**src/tlbf_pkg.sv**
```systemverilog
`timescale 1ns / 1ps
// Package for the FIFO-replacement translation buffer.
// Holds field widths, the default depth, operation codes and the controller state type.
// No dependencies.
package tlbf_pkg;

	localparam int NUM_ENTRIES_DEF = 16;
	localparam int PAGE_W          = 16;
	localparam int FRAME_W         = 16;
	localparam int ENTRY_W         = PAGE_W + FRAME_W;

	typedef enum logic {
		OP_LOOKUP = 1'b0,
		OP_ADD    = 1'b1
	} op_t;

	typedef enum logic [1:0] {
		ST_IDLE,
		ST_SCAN,
		ST_ADD
	} state_t;

endpackage

```
**src/tlbf_ram.sv**
```systemverilog
`timescale 1ns / 1ps
// Generic simple dual-port RAM: one write port, one read port with registered read data.
// No dependencies.
module tlbf_ram #(
	parameter int WIDTH = 32,
	parameter int DEPTH = 16,
	parameter int ADDR_W = (DEPTH > 1) ? $clog2(DEPTH) : 1
) (
	input  logic              clk,
	input  logic              we,
	input  logic [ADDR_W-1:0] waddr,
	input  logic [WIDTH-1:0]  wdata,
	input  logic [ADDR_W-1:0] raddr,
	output logic [WIDTH-1:0]  rdata
);

	logic [WIDTH-1:0] mem [DEPTH];

	always_ff @(posedge clk) begin
		if (we) begin
			mem[waddr] <= wdata;
		end
		rdata <= mem[raddr];
	end

endmodule

```
**src/fifo_replacement_tlb.sv**
```systemverilog
`timescale 1ns / 1ps
// Top level of the fully associative translation buffer with FIFO replacement.
// Depends on tlbf_pkg and tlbf_ram.
//
// Usage:
//   Command channel: drive op, page and frame with start high; the command is
//   transferred at a rising edge where start is high and busy is low. busy stays
//   high while a command is in progress.
//   Result channel: done pulses for one cycle with hit, frame_out, evicted_valid
//   and evicted_page. The receiver cannot stall; a result not taken is lost.
// Sequencing:
//   add    - read victim, then write back.
//   lookup - the entry RAM has a single read port, so the scan reads one
//            entry per cycle in index order and stops at the first valid
//            match, or after the last entry.
//   busy drops in the cycle done is shown, so a new command may be transferred
//   then; one command is in progress at a time.
// Reset (arst_n low, asynchronous): all entries invalid, insert pointer zero,
//   controller idle. Entry contents are not cleared; invalid entries are never
//   reported.
module fifo_replacement_tlb #(
	parameter int NUM_ENTRIES = tlbf_pkg::NUM_ENTRIES_DEF
) (
	input  logic                        clk,
	input  logic                        arst_n,
	input  logic                        start,
	output logic                        busy,
	input  logic                        op,
	input  logic [tlbf_pkg::PAGE_W-1:0]  page,
	input  logic [tlbf_pkg::FRAME_W-1:0] frame,
	output logic                        done,
	output logic                        hit,
	output logic [tlbf_pkg::FRAME_W-1:0] frame_out,
	output logic                        evicted_valid,
	output logic [tlbf_pkg::PAGE_W-1:0]  evicted_page
);

	localparam int IdxW = (NUM_ENTRIES > 1) ? $clog2(NUM_ENTRIES) : 1;
	localparam logic [IdxW-1:0] LastIdx = IdxW'(NUM_ENTRIES - 1);

	tlbf_pkg::state_t state_q, state_d;

	logic [NUM_ENTRIES-1:0]        valid_q;
	logic [IdxW-1:0]               ptr_q;
	logic [IdxW-1:0]               idx_q, idx_d;
	logic                          op_q;
	logic [tlbf_pkg::PAGE_W-1:0]   page_q;
	logic [tlbf_pkg::FRAME_W-1:0]  frame_q;

	logic                          ram_we;
	logic [IdxW-1:0]               ram_raddr;
	logic [tlbf_pkg::ENTRY_W-1:0]  ram_rdata;
	logic [tlbf_pkg::PAGE_W-1:0]   rd_page;
	logic [tlbf_pkg::FRAME_W-1:0]  rd_frame;

	logic                          accept;
	logic                          match;
	logic                          emit;
	logic                          res_hit;
	logic [tlbf_pkg::FRAME_W-1:0]  res_frame;
	logic                          res_ev_valid;
	logic [tlbf_pkg::PAGE_W-1:0]   res_ev_page;
	logic [IdxW-1:0]               ptr_next;

	tlbf_ram #(
		.WIDTH (tlbf_pkg::ENTRY_W),
		.DEPTH (NUM_ENTRIES),
		.ADDR_W(IdxW)
	) u_entries (
		.clk  (clk),
		.we   (ram_we),
		.waddr(ptr_q),
		.wdata({page_q, frame_q}),
		.raddr(ram_raddr),
		.rdata(ram_rdata)
	);

	assign rd_page  = ram_rdata[tlbf_pkg::ENTRY_W-1 -: tlbf_pkg::PAGE_W];
	assign rd_frame = ram_rdata[tlbf_pkg::FRAME_W-1:0];
	assign busy     = (state_q != tlbf_pkg::ST_IDLE);
	assign accept   = start && !busy;
	assign match    = valid_q[idx_q] && (rd_page == page_q);
	assign ptr_next = (ptr_q == LastIdx) ? '0 : ptr_q + 1'b1;

	always_comb begin
		state_d      = state_q;
		idx_d        = idx_q;
		ram_raddr    = idx_q;
		ram_we       = 1'b0;
		emit         = 1'b0;
		res_hit      = 1'b0;
		res_frame    = '0;
		res_ev_valid = 1'b0;
		res_ev_page  = '0;
		case (state_q)
			tlbf_pkg::ST_IDLE: begin
				if (accept) begin
					if (op == tlbf_pkg::OP_ADD) begin
						ram_raddr = ptr_q;
						state_d   = tlbf_pkg::ST_ADD;
					end else begin
						ram_raddr = '0;
						idx_d     = '0;
						state_d   = tlbf_pkg::ST_SCAN;
					end
				end
			end
			tlbf_pkg::ST_SCAN: begin
				// compare the entry read last cycle, fetch the next one
				if (match) begin
					emit      = 1'b1;
					res_hit   = 1'b1;
					res_frame = rd_frame;
					state_d   = tlbf_pkg::ST_IDLE;
				end else if (idx_q == LastIdx) begin
					emit    = 1'b1;
					state_d = tlbf_pkg::ST_IDLE;
				end else begin
					idx_d     = idx_q + 1'b1;
					ram_raddr = idx_q + 1'b1;
				end
			end
			tlbf_pkg::ST_ADD: begin
				// victim data is on the read port; overwrite it now
				ram_we       = 1'b1;
				emit         = 1'b1;
				res_ev_valid = valid_q[ptr_q];
				res_ev_page  = valid_q[ptr_q] ? rd_page : '0;
				state_d      = tlbf_pkg::ST_IDLE;
			end
			default: begin
				state_d = tlbf_pkg::ST_IDLE;
			end
		endcase
	end

	always_ff @(posedge clk or negedge arst_n) begin
		if (!arst_n) begin
			state_q <= tlbf_pkg::ST_IDLE;
		end else begin
			state_q <= state_d;
		end
	end

	always_ff @(posedge clk or negedge arst_n) begin
		if (!arst_n) begin
			valid_q <= '0;
			ptr_q   <= '0;
			done    <= 1'b0;
		end else begin
			done <= emit;
			if (ram_we) begin
				valid_q[ptr_q] <= 1'b1;
				ptr_q          <= ptr_next;
			end
		end
	end

	always_ff @(posedge clk) begin
		idx_q <= idx_d;
		if (accept) begin
			op_q    <= op;
			page_q  <= page;
			frame_q <= frame;
		end
		if (emit) begin
			hit           <= res_hit && (op_q == tlbf_pkg::OP_LOOKUP);
			frame_out     <= res_frame;
			evicted_valid <= res_ev_valid;
			evicted_page  <= res_ev_page;
		end
	end

endmodule
```
**config.mk**
```make
export PLATFORM = sky130hd
export DESIGN_NAME = fifo_replacement_tlb
export DESIGN_NICKNAME = d
export VERILOG_FILES = /design/src/tlbf_pkg.sv /design/src/tlbf_ram.sv /design/src/fifo_replacement_tlb.sv
export SDC_FILE = /design/constraint.sdc
export NUM_CORES = 1
export LEC_CHECK = 0
export CORE_MARGIN = 3
export CORE_UTILIZATION = 55
export CTS_CLUSTER_SIZE = 30
export DETAILED_ROUTE_END_ITERATION = 7
export DONT_BUFFER_PORTS = 1
export PLACE_DENSITY = 0.78
export SYNTH_ARGS = -nofsm -noshare
export SYNTH_HDL_FRONTEND = slang
export SYNTH_SLANG_ARGS = --single-unit
```
**constraint.sdc**
```tcl
create_clock -name clk -period 4.9 [get_ports clk]
set_input_delay 0.735 -clock clk [delete_from_list [all_inputs] [get_ports clk]]
set_output_delay 0.735 -clock clk [all_outputs]
set_load 0.01 [all_outputs]
```
# Word level (Yosys, flattened, before mapping)
# Memory sizes are Yosys's and may differ from the RTL's. A register that Yosys moved wholly into a read port is not among the register bits.
# Cells that the tools add are included.
# word_totals
out_inout_bits	36
mem_bits_ro	0
word_cells	68
register_bits	94
input_bits	36
memories	1
ram_bits	512
latchBits	0
# op_classes
mux	28
n_reduce_logical	12
add_sub_neg	2
order_cmp	3
n_eq_ne	8
n_mul	0
shifts	0
div	0
n_bitwise	2
# mem_list
memory	words	word_bits	rd	rd_clocked_by_memory_dff	write_ports	line	source
u_entries.mem	16	32	1	1	1	tlbf_ram.sv:17	logic [WIDTH-1:0] mem [DEPTH];
# op_table
operator	n
two-way mux 4 bit	7
== test 16 bit	1
bitwise OR 16 bit	1
case mux 4 bit (2 select lines)	2
less-than comparator 4 x 5 -> 1 bit, second input constant	2
two-way mux 1 bit	10
adder 4 x 1 -> 4 bit, second input constant	2
binary-select mux 1 bit (select 4 bit)	2
== test 4 bit, second input constant	2
two-way mux 2 bit	4
AND reduction 2 bit	3
demux 1 bit (select 4 bit)	1
>= comparator 4 x 1 -> 1 bit, second input constant	1
logical AND 1 bit	4
inequality test 2 bit, second input constant	2
case mux 2 bit (2 select lines)	1
nonzero test 2 bit	2
inequality test 3 bit, second input constant	1
AND reduction 3 bit	1
== test 2 x 1 -> 1 bit, second input constant	1
== test 2 bit, second input constant	1
logical NOT 2 bit	1
case mux 1 bit (2 select lines)	1
logical NOT 1 bit	1
inverter 1 bit	1

# Logic depth before layout (Yosys ltp)
# Gate-level depths: netlist of the first run.
# depth
ltp_word	6
ltp_mapped	14
ltp_nobuf	11

# Hierarchy
# Synthesis of the first run repeated with hierarchy kept, for this count alone.
# unflattened
cells_unflattened	1120
hier_area_um2	23950.5
# by_module_without_submodules
mod	cells_per_inst	area_per_inst_um2	instances	seq_area_each_um2
tlbf_ram	838	19835.3	1	16015.4
fifo_replacement_tlb	282	4115.2	1	2707.6

# Worst setup path before layout of the first run
# OpenSTA, ideal clock, no wires.
# synth_timing
path_type	reg2reg
start	register page_q[0] in the netlist's numbering
end	register evicted_page[0] in the netlist's numbering (enable)
arrival_ps	3334
setup_ps	431
stages_incl_launch_ff	7
t_required_ps	4469
synth_period_minus_slack_ps	3765
path_buffers	0
setup_slack_ps	1135
path_cell_list	edfxtp_1 -> xnor2_1 -> nand4_1 -> nor4_1 -> o21a_1 -> a21oi_1 -> nor2b_1
# synth_via
elab_chain_cells	4
# synth_rtl
element	line	source
start, declared	fifo_replacement_tlb.sv:47	logic [tlbf_pkg::PAGE_W-1:0] page_q;
start signal, assigned	fifo_replacement_tlb.sv:163	page_q <= page;
== test 16 bit	fifo_replacement_tlb.sv:82	assign match = valid_q[idx_q] && (rd_page == page_q);
logical AND 1 bit	fifo_replacement_tlb.sv:82	
two-way mux 1 bit	fifo_replacement_tlb.sv:110	if (match) begin
case mux 1 bit (2 select lines)	fifo_replacement_tlb.sv:95	case (state_q)
named net emit	fifo_replacement_tlb.sv:58	logic emit;
end signal, assigned	fifo_replacement_tlb.sv:170	evicted_page <= res_ev_page;
end, declared	fifo_replacement_tlb.sv:35	output logic [tlbf_pkg::PAGE_W-1:0] evicted_page
# The timed path passes the listed nets, and every way through them passes these cells.
# A chain may end at the register's enable or synchronous reset.

# Worst setup path after layout of the first run
# layout_timing
start	register page_q[13] in the netlist's numbering
end	register u_entries.rdata[16], read port of u_entries.mem
# layout_via
elab_chain_cells	4
# layout_rtl
element	line	source
== test 16 bit	fifo_replacement_tlb.sv:82	
logical AND 1 bit	fifo_replacement_tlb.sv:82	
two-way mux 4 bit	n/a	
case mux 4 bit (2 select lines)	fifo_replacement_tlb.sv:95	
end, declared	tlbf_ram.sv:14	output logic [WIDTH-1:0] rdata
# Every way passes these cells.

==> flow_metrics.py, run 1 <==
metrics = {
    "status": {
        "status": "finished, final reports clean",
    },
    "clocking": {
        "cts_buffer_depth": 3,
        "cts_tree": "built",
        "insertion_delay_ns": 0.63,
        "cts_resized": 0,
        "cts.clk_slew.worst_paths_ns": 0.06,
        "root_buffer": "clkbuf_16",
        "cts.htree.levels": 2,
        "cts_inserted_buffers": 59,
        "postCtsSetupBuffers": 0,
        "cts_sinks": 638,
    },
    "drt": {
        "top_layer": "met4",
        "route.detailed.drc": 0,
        "via_count": 13900,
        "wl_met2_mm": 27.7,
        "dr.pass1.iters": 5,
        "wl_met3_mm": 6.22,
        "viasPerCell": 6.70,
        "drtIter0Drc": 1869,
        "met1Wirelength_mm": 21.6,
        "wire_per_inst_um": 27.8,
        "wl_mm": 57.8,
        "ant_nets": 0,
    },
    "power": {
        "switching_power_w": 0.00585,
        "peakVddDrop_uv": 529,
        "cellLeakagePower_nw": 8.76,
        "power_frac_seq_pct": 43.2,
        "powerDensity_mw_per_mm2": 645,
        "p_clk_share_pct": 27.8,
        "combPwrFrac_pct": 29.0,
        "p_int_w": 0.0114,
        "swShare_pct": 33.8,
    },
    "sta": {
        "slew_viol_final": 0,
        "setup_violations": 0,
        "finalHoldViolations": 0,
        "setup_tns_ns": 0,
        "slew_headroom_pct": 19.0,
        "fin_hold_ws_ns": 0.199,
        "worst_pin_slew_ns": 1.22,
        "worst_slack_ns": 0.555,
        "fin_worst_skew_ns": 0.0320,
        "max_freq_mhz": 230,
        "rsz0062_at_grt": "false",
        "period_minus_slack_ns": 4.35,
        "post-route-period-util_pct": 88.7,
    },
    "min_path": {
        "hold_class": "in -> reg",
        "min_from": "op",
        "holdPathEnd": "op_q",
        "whs_path_depth": 0,
    },
    "floorplanning": {
        "ioPinCount": 72,
        "die_y_um": 215,
        "rows": 75,
        "start_util_pct": 56.4,
        "die_x_um": 215,
        "core_area_mm2": 0.0424,
        "die_area_mm2": 0.0461,
    },
    "setup_path": {
        "cp_slowest_cell": "edfxtp_1",
        "crit_chain": "xnor2_1 -> nand4_1 -> nor4_1 -> buf_4 -> o21ai_2 -> mux2i_4 -> buf_4 -> nand3_4 -> buf_12 -> o221ai_1 -> o22ai_1 -> or3_1",
        "reg2reg_to": "u_entries.rdata[16]",
        "path_common_cell": "buf_4",
        "crit_buf_inv": 3,
        "start_kind": "register",
        "cp-startpoint": "page_q[13]",
        "crit_fanout": 127,
        "worst-setup-path-type": "reg -> reg",
        "arrival_ns": 4.83,
        "r2r-start": "page_q[13]",
        "crit_required_ns": 5.38,
        "r2r_slack_ns": 0.55,
        "worst_setup_path_end_kind": "register",
        "r2r_cells": 12,
        "crit_family": "simple AND/OR/NAND/NOR gates",
        "cpPeakStageDelay_ns": 0.64,
    },
    "synth": {
        "ys_ff_latch": 638,
        "synthCells": 1452,
        "syn_avg_cell_area_um2": 16.5,
        "syn_area_mm2": 0.0239,
        "synth_flop_cell": "edfxtp_1",
        "synth_edf_count": 583,
        "async_flop_share_pct": 3.61,
        "ys_seq_area_share_pct": 78.2,
        "synth_warnings": 0,
        "synth_nets": 1496,
        "synthDistinctLibCells": 49,
    },
    "global_route": {
        "grt_antenna_before_repair": 3,
        "overflow": 0,
        "grt_pass1_vias": 13800,
        "grt_first_pass_wirelength_mm": 85.7,
        "grt_max_degree": 129,
        "grt_util_all_layers_pct": 24.7,
    },
    "placed_design": {
        "post-dp-hpwl_mm": 29.4,
        "gp_congestion": 0.831,
        "pre_cts_slack_ns": 0.751,
        "io_buffers": 0,
    },
    "flow_run": {
        "maxCapViolCount": 0,
    },
    "final_layout": {
        "seqCellArea_mm2": 0.0187,
        "final_common_cell": "edfxtp_1",
        "multi_input_area_mm2": 0.00484,
        "fill_cells": 2852,
        "antenna_cells": 0,
        "area_growth_pct": 12.0,
        "fin_nets": 1494,
        "final_cell_mix": "edfxtp_1 (583), a21oi_1 (192), o221ai_1 (126)",
        "drive_gt1_share_pct": 17.0,
    },
}
-- sequential cells by signal, summed over array words and instances (netlist names), 2 cells and up --
signal,cells
page_q,16
valid_q,16
frame_q,16
idx_q,4
frame_out,16
ptr_q,4
u_entries.mem,512
evicted_page,16
u_entries.rdata,32
state_q,2
-- power by group through the flow --
stage                     Sequential [W]  Clock [W]  Combinational, W
after CTS                        0.00745    0.00485           0.00497
after detailed placement         0.00756          0           0.00490
after global routing             0.00754    0.00509           0.00538
final                            0.00746    0.00481           0.00502
after floorplan                  0.00727          0           0.00348
after global placement           0.00752          0           0.00479
-- what timing repair did --
action / in CTS / in global routing
hold buffers: 2 / 0
endpoints found under the hold margin: 23 / 0
setup endpoints to repair: 0 / 0
-- worst register-to-register path: cells and delay by family, from the launching register on --
| family | cells | cell delay [ns] |
|---|---|---|
| AND/OR/NAND/NOR | 4 | 1.09 |
| buffers and inverters | 3 | 0.91 |
| AO/OA/AOI/OAI | 3 | 0.84 |
| flip-flops | 1 | 0.64 |
| XOR/XNOR | 1 | 0.51 |
| multiplexers | 1 | 0.21 |
-- logic make-up (layout without fill, tap and decap cells) --
group / after synthesis / count (layout) / synth area share [%]
flip-flops: 638 / 638 / 78.2
AO/OA/AOI/OAI: 448 / 448 / 12.9
AND/OR/NAND/NOR: 213 / 213 / 4.68
buffers and inverters: 110 / 158 / 2.03
XOR/XNOR: 18 / 18 / 0.659
multiplexers: 17 / 17 / 1.05
adder cells (fa/ha/maj): 8 / 8 / 0.418
-- final cells by class --
cell class                      instances  share of cell area [%]
Clock inverter                         36                    1.70
Inverter                                9                   0.126
Sequential cell                       638                    69.8
Clock buffer                           75                    6.11
Timing Repair Buffer                   38                    1.49
Multi-Input combinational cell        704                    18.0
Tap cell                              577                    2.69
-- synth_stat cells (23+ instances only) --
library cell | number | area share, %
dfrtp_1 | 23 | 2.4
o22ai_1 | 37 | 0.97
nand2_1 | 75 | 1.2
o221ai_1 | 126 | 4.6
clkbuf_1 | 59 | 0.93
or3_1 | 32 | 0.84
a21oi_1 | 193 | 4.0
buf_2 | 25 | 0.52
and2_1 | 35 | 0.91
edfxtp_1 | 583 | 73
a31o_2 | 63 | 2.3
dfxtp_1 | 32 | 2.7
-- stage by stage --
step | util, % | area (um^2) | total power (W) | cells
3_3_place_gp | 58.2 | 24700 | 0.0123 | 1964
5_1_grt | 63.2 | 26800 | 0.0180 | 2077
3_5_place_dp | 58.2 | 24700 | 0.0125 | 1964
6_report | 63.2 | 26800 | 0.0173 | 2077
4_1_cts | 63.2 | 26800 | 0.0173 | 2077
2_1_floorplan | - | 23900 | 0.0107 | 1452
-- metal layers --
layer,vias to the layer above,GRT usage [%]
li1,5843,-
met4,0,10.7
met2,980,39.2
met5,-,0
met3,170,4.49
met1,6926,34.0
-- how the worst max path moves through the flow --
stage	endpoint	slack, ns	depth (start not counted)
3_3_place_gp	u_entries.rdata[10]	0.82	11
6_report	u_entries.rdata[16]	0.55	12
3_5_place_dp	u_entries.rdata[19]	0.75	11
5_1_grt	u_entries.rdata[16]	0.45	11
4_1_cts	u_entries.rdata[16]	0.68	11
2_1_floorplan	evicted_page[0]	1.13	6
Power figures use the tool's default switching activity.
==> run 2: changes to the inputs <==
Settings changed: CORE_MARGIN 3 to 2, CORE_UTILIZATION 55 to 40, PLACE_DENSITY 0.78 to 0.62.
==> flow_metrics.py, run 2 (synthesis gave the netlist of run 1 again) <==
metrics = {
    "drt": {
        "wire_per_inst_um": 26.0,
        "drtIter0Drc": 1563,
        "wl_mm": 59.5,
        "dr.pass1.iters": 7,
        "ant_nets": 0,
        "route.detailed.drc": 10,
        "viasPerCell": 5.90,
        "via_count": 13500,
    },
    "status": {
        "failed_checks": "design-rule violations",
        "status": "finished, violations left",
    },
    "clocking": {
        "cts_sinks": 638,
        "cts_inserted_buffers": 66,
        "root_buffer": "clkbuf_16",
        "cts_buffer_depth": 3,
        "insertion_delay_ns": 0.59,
        "cts.htree.levels": 3,
        "cts.clk_slew.worst_paths_ns": 0.06,
        "cts_tree": "built",
        "postCtsSetupBuffers": 0,
    },
    "setup_path": {
        "worst_setup_path_end_kind": "register",
        "crit_family": "compound AO/OA/AOI/OAI gates",
        "arrival_ns": 4.62,
        "start_kind": "register",
        "worst-setup-path-type": "reg -> reg",
        "crit_chain": "mux2_2 -> mux4_2 -> nand2b_1 -> and4_1 -> a211oi_1 -> and3_1 -> buf_4 -> o221ai_1 -> o22ai_1 -> or3_1",
        "cp_slowest_cell": "edfxtp_1",
        "cpPeakStageDelay_ns": 0.71,
        "crit_fanout": 32,
        "crit_required_ns": 5.43,
        "r2r_slack_ns": 0.81,
        "crit_buf_inv": 1,
    },
    "power": {
        "swShare_pct": 34.0,
        "switching_power_w": 0.00590,
        "combPwrFrac_pct": 28.6,
        "power_frac_seq_pct": 43.0,
        "cellLeakagePower_nw": 8.79,
        "p_clk_share_pct": 28.4,
        "p_int_w": 0.0115,
        "peakVddDrop_uv": 630,
        "powerDensity_mw_per_mm2": 641,
    },
    "floorplanning": {
        "die_x_um": 249,
        "core_area_mm2": 0.0591,
        "rows": 89,
        "start_util_pct": 40.5,
        "die_area_mm2": 0.0618,
        "ioPinCount": 72,
        "die_y_um": 249,
    },
    "sta": {
        "worst_pin_slew_ns": 1.07,
        "fin_worst_skew_ns": 0.0222,
        "worst_slack_ns": 0.813,
        "slew_viol_final": 0,
        "post-route-period-util_pct": 83.4,
        "fin_hold_ws_ns": 0.234,
        "setup_tns_ns": 0,
        "finalHoldViolations": 0,
        "period_minus_slack_ns": 4.09,
        "slew_headroom_pct": 28.2,
        "setup_violations": 0,
        "max_freq_mhz": 245,
        "rsz0062_at_grt": "false",
    },
    "final_layout": {
        "top_regs": "u_entries.mem (512), u_entries.rdata (32)",
        "final_cell_mix": "edfxtp_1 (583), a21oi_1 (192), o221ai_1 (126)",
        "largest_register_ffs": 512,
        "area_growth_pct": 13.2,
        "final_common_cell": "edfxtp_1",
        "fin_nets": 1505,
        "drive_gt1_share_pct": 16.7,
        "fin_area_mm2": 0.0271,
        "top_register": "u_entries.mem",
        "post-route-util_pct": 45.8,
    },
    "min_path": {
        "hold_class": "in -> reg",
    },
    "placed_design": {
        "gp_congestion": 0.769,
        "post-dp-hpwl_mm": 31.6,
        "pre_cts_slack_ns": 0.848,
        "io_buffers": 0,
        "dpl_cell_area_mm2": 0.0249,
    },
    "global_route": {
        "grt_antenna_before_repair": 3,
        "overflow": 0,
        "grt_pass1_vias": 13500,
        "grt_util_all_layers_pct": 19.0,
        "grt_first_pass_wirelength_mm": 87.8,
        "grt_max_degree": 129,
    },
    "flow_run": {
        "maxCapViolCount": 0,
    },
}
run 2: cell count changes in the layout (fill, tap and decap cells not counted), moves of 6 or more:
cell / change
bufinv_16: -6
buf_4: +8
clkinv_2: -6
clkbuf_1: +12
clkbuf_16: +11
run 2: repair_timing:
item / CTS / global route
hold endpoints to repair: 23 / 0
gates resized for setup: 0 / 0
hold buffers: 1 / 0
run 2: layout make-up:
type                    count  area (um^2)
diodes                      3         7.51
inverters                   9         33.8
clock inverters            22          184
well taps                 773          967
clock buffers              98         1960
flip-flops and latches    638        18700
repair buffers             42          380
fillers                  4997        32000
multi-input cells         704         4840
run 2: layer usage:
layer  GRT usage [%]  routed length (um)  part of all wire [%]
met1            26.0               25100                    42
met2            30.5               28400                    48
met3            3.23                4490                   7.5
met4            7.36                1460                   2.5
met5               0                   0                     0
run 2: final timing paths:
kind | endpoint | cells past startpoint | startpoint
min in group asynchronous | done | 1 | arst_n
worst max-delay path | u_entries.rdata[10] | 10 | idx_q[0]
max in group asynchronous | valid_q[6] | 1 | arst_n
worst max register to register | u_entries.rdata[10] | 10 | idx_q[0]
worst min register to register | valid_q[14] | 1 | valid_q[14]
worst min-delay path | frame_q[1] | 0 | frame[1]
run 2: metrics by stage:
step           cells  power [W]
3_5_place_dp    2165     0.0125
6_report        2289     0.0174
3_3_place_gp    2165     0.0124
2_1_floorplan   1452     0.0107
5_1_grt         2287     0.0182
4_1_cts         2286     0.0175
run 2: power by group through the flow:
stage / clock [W] / combinational, W / sequential, W
floorplan: 0 / 0.00348 / 0.00727
global placement: 0 / 0.00489 / 0.00755
detailed placement: 0 / 0.00497 / 0.00757
CTS: 0.00500 / 0.00498 / 0.00747
global route: 0.00522 / 0.00539 / 0.00754
finish: 0.00493 / 0.00497 / 0.00747
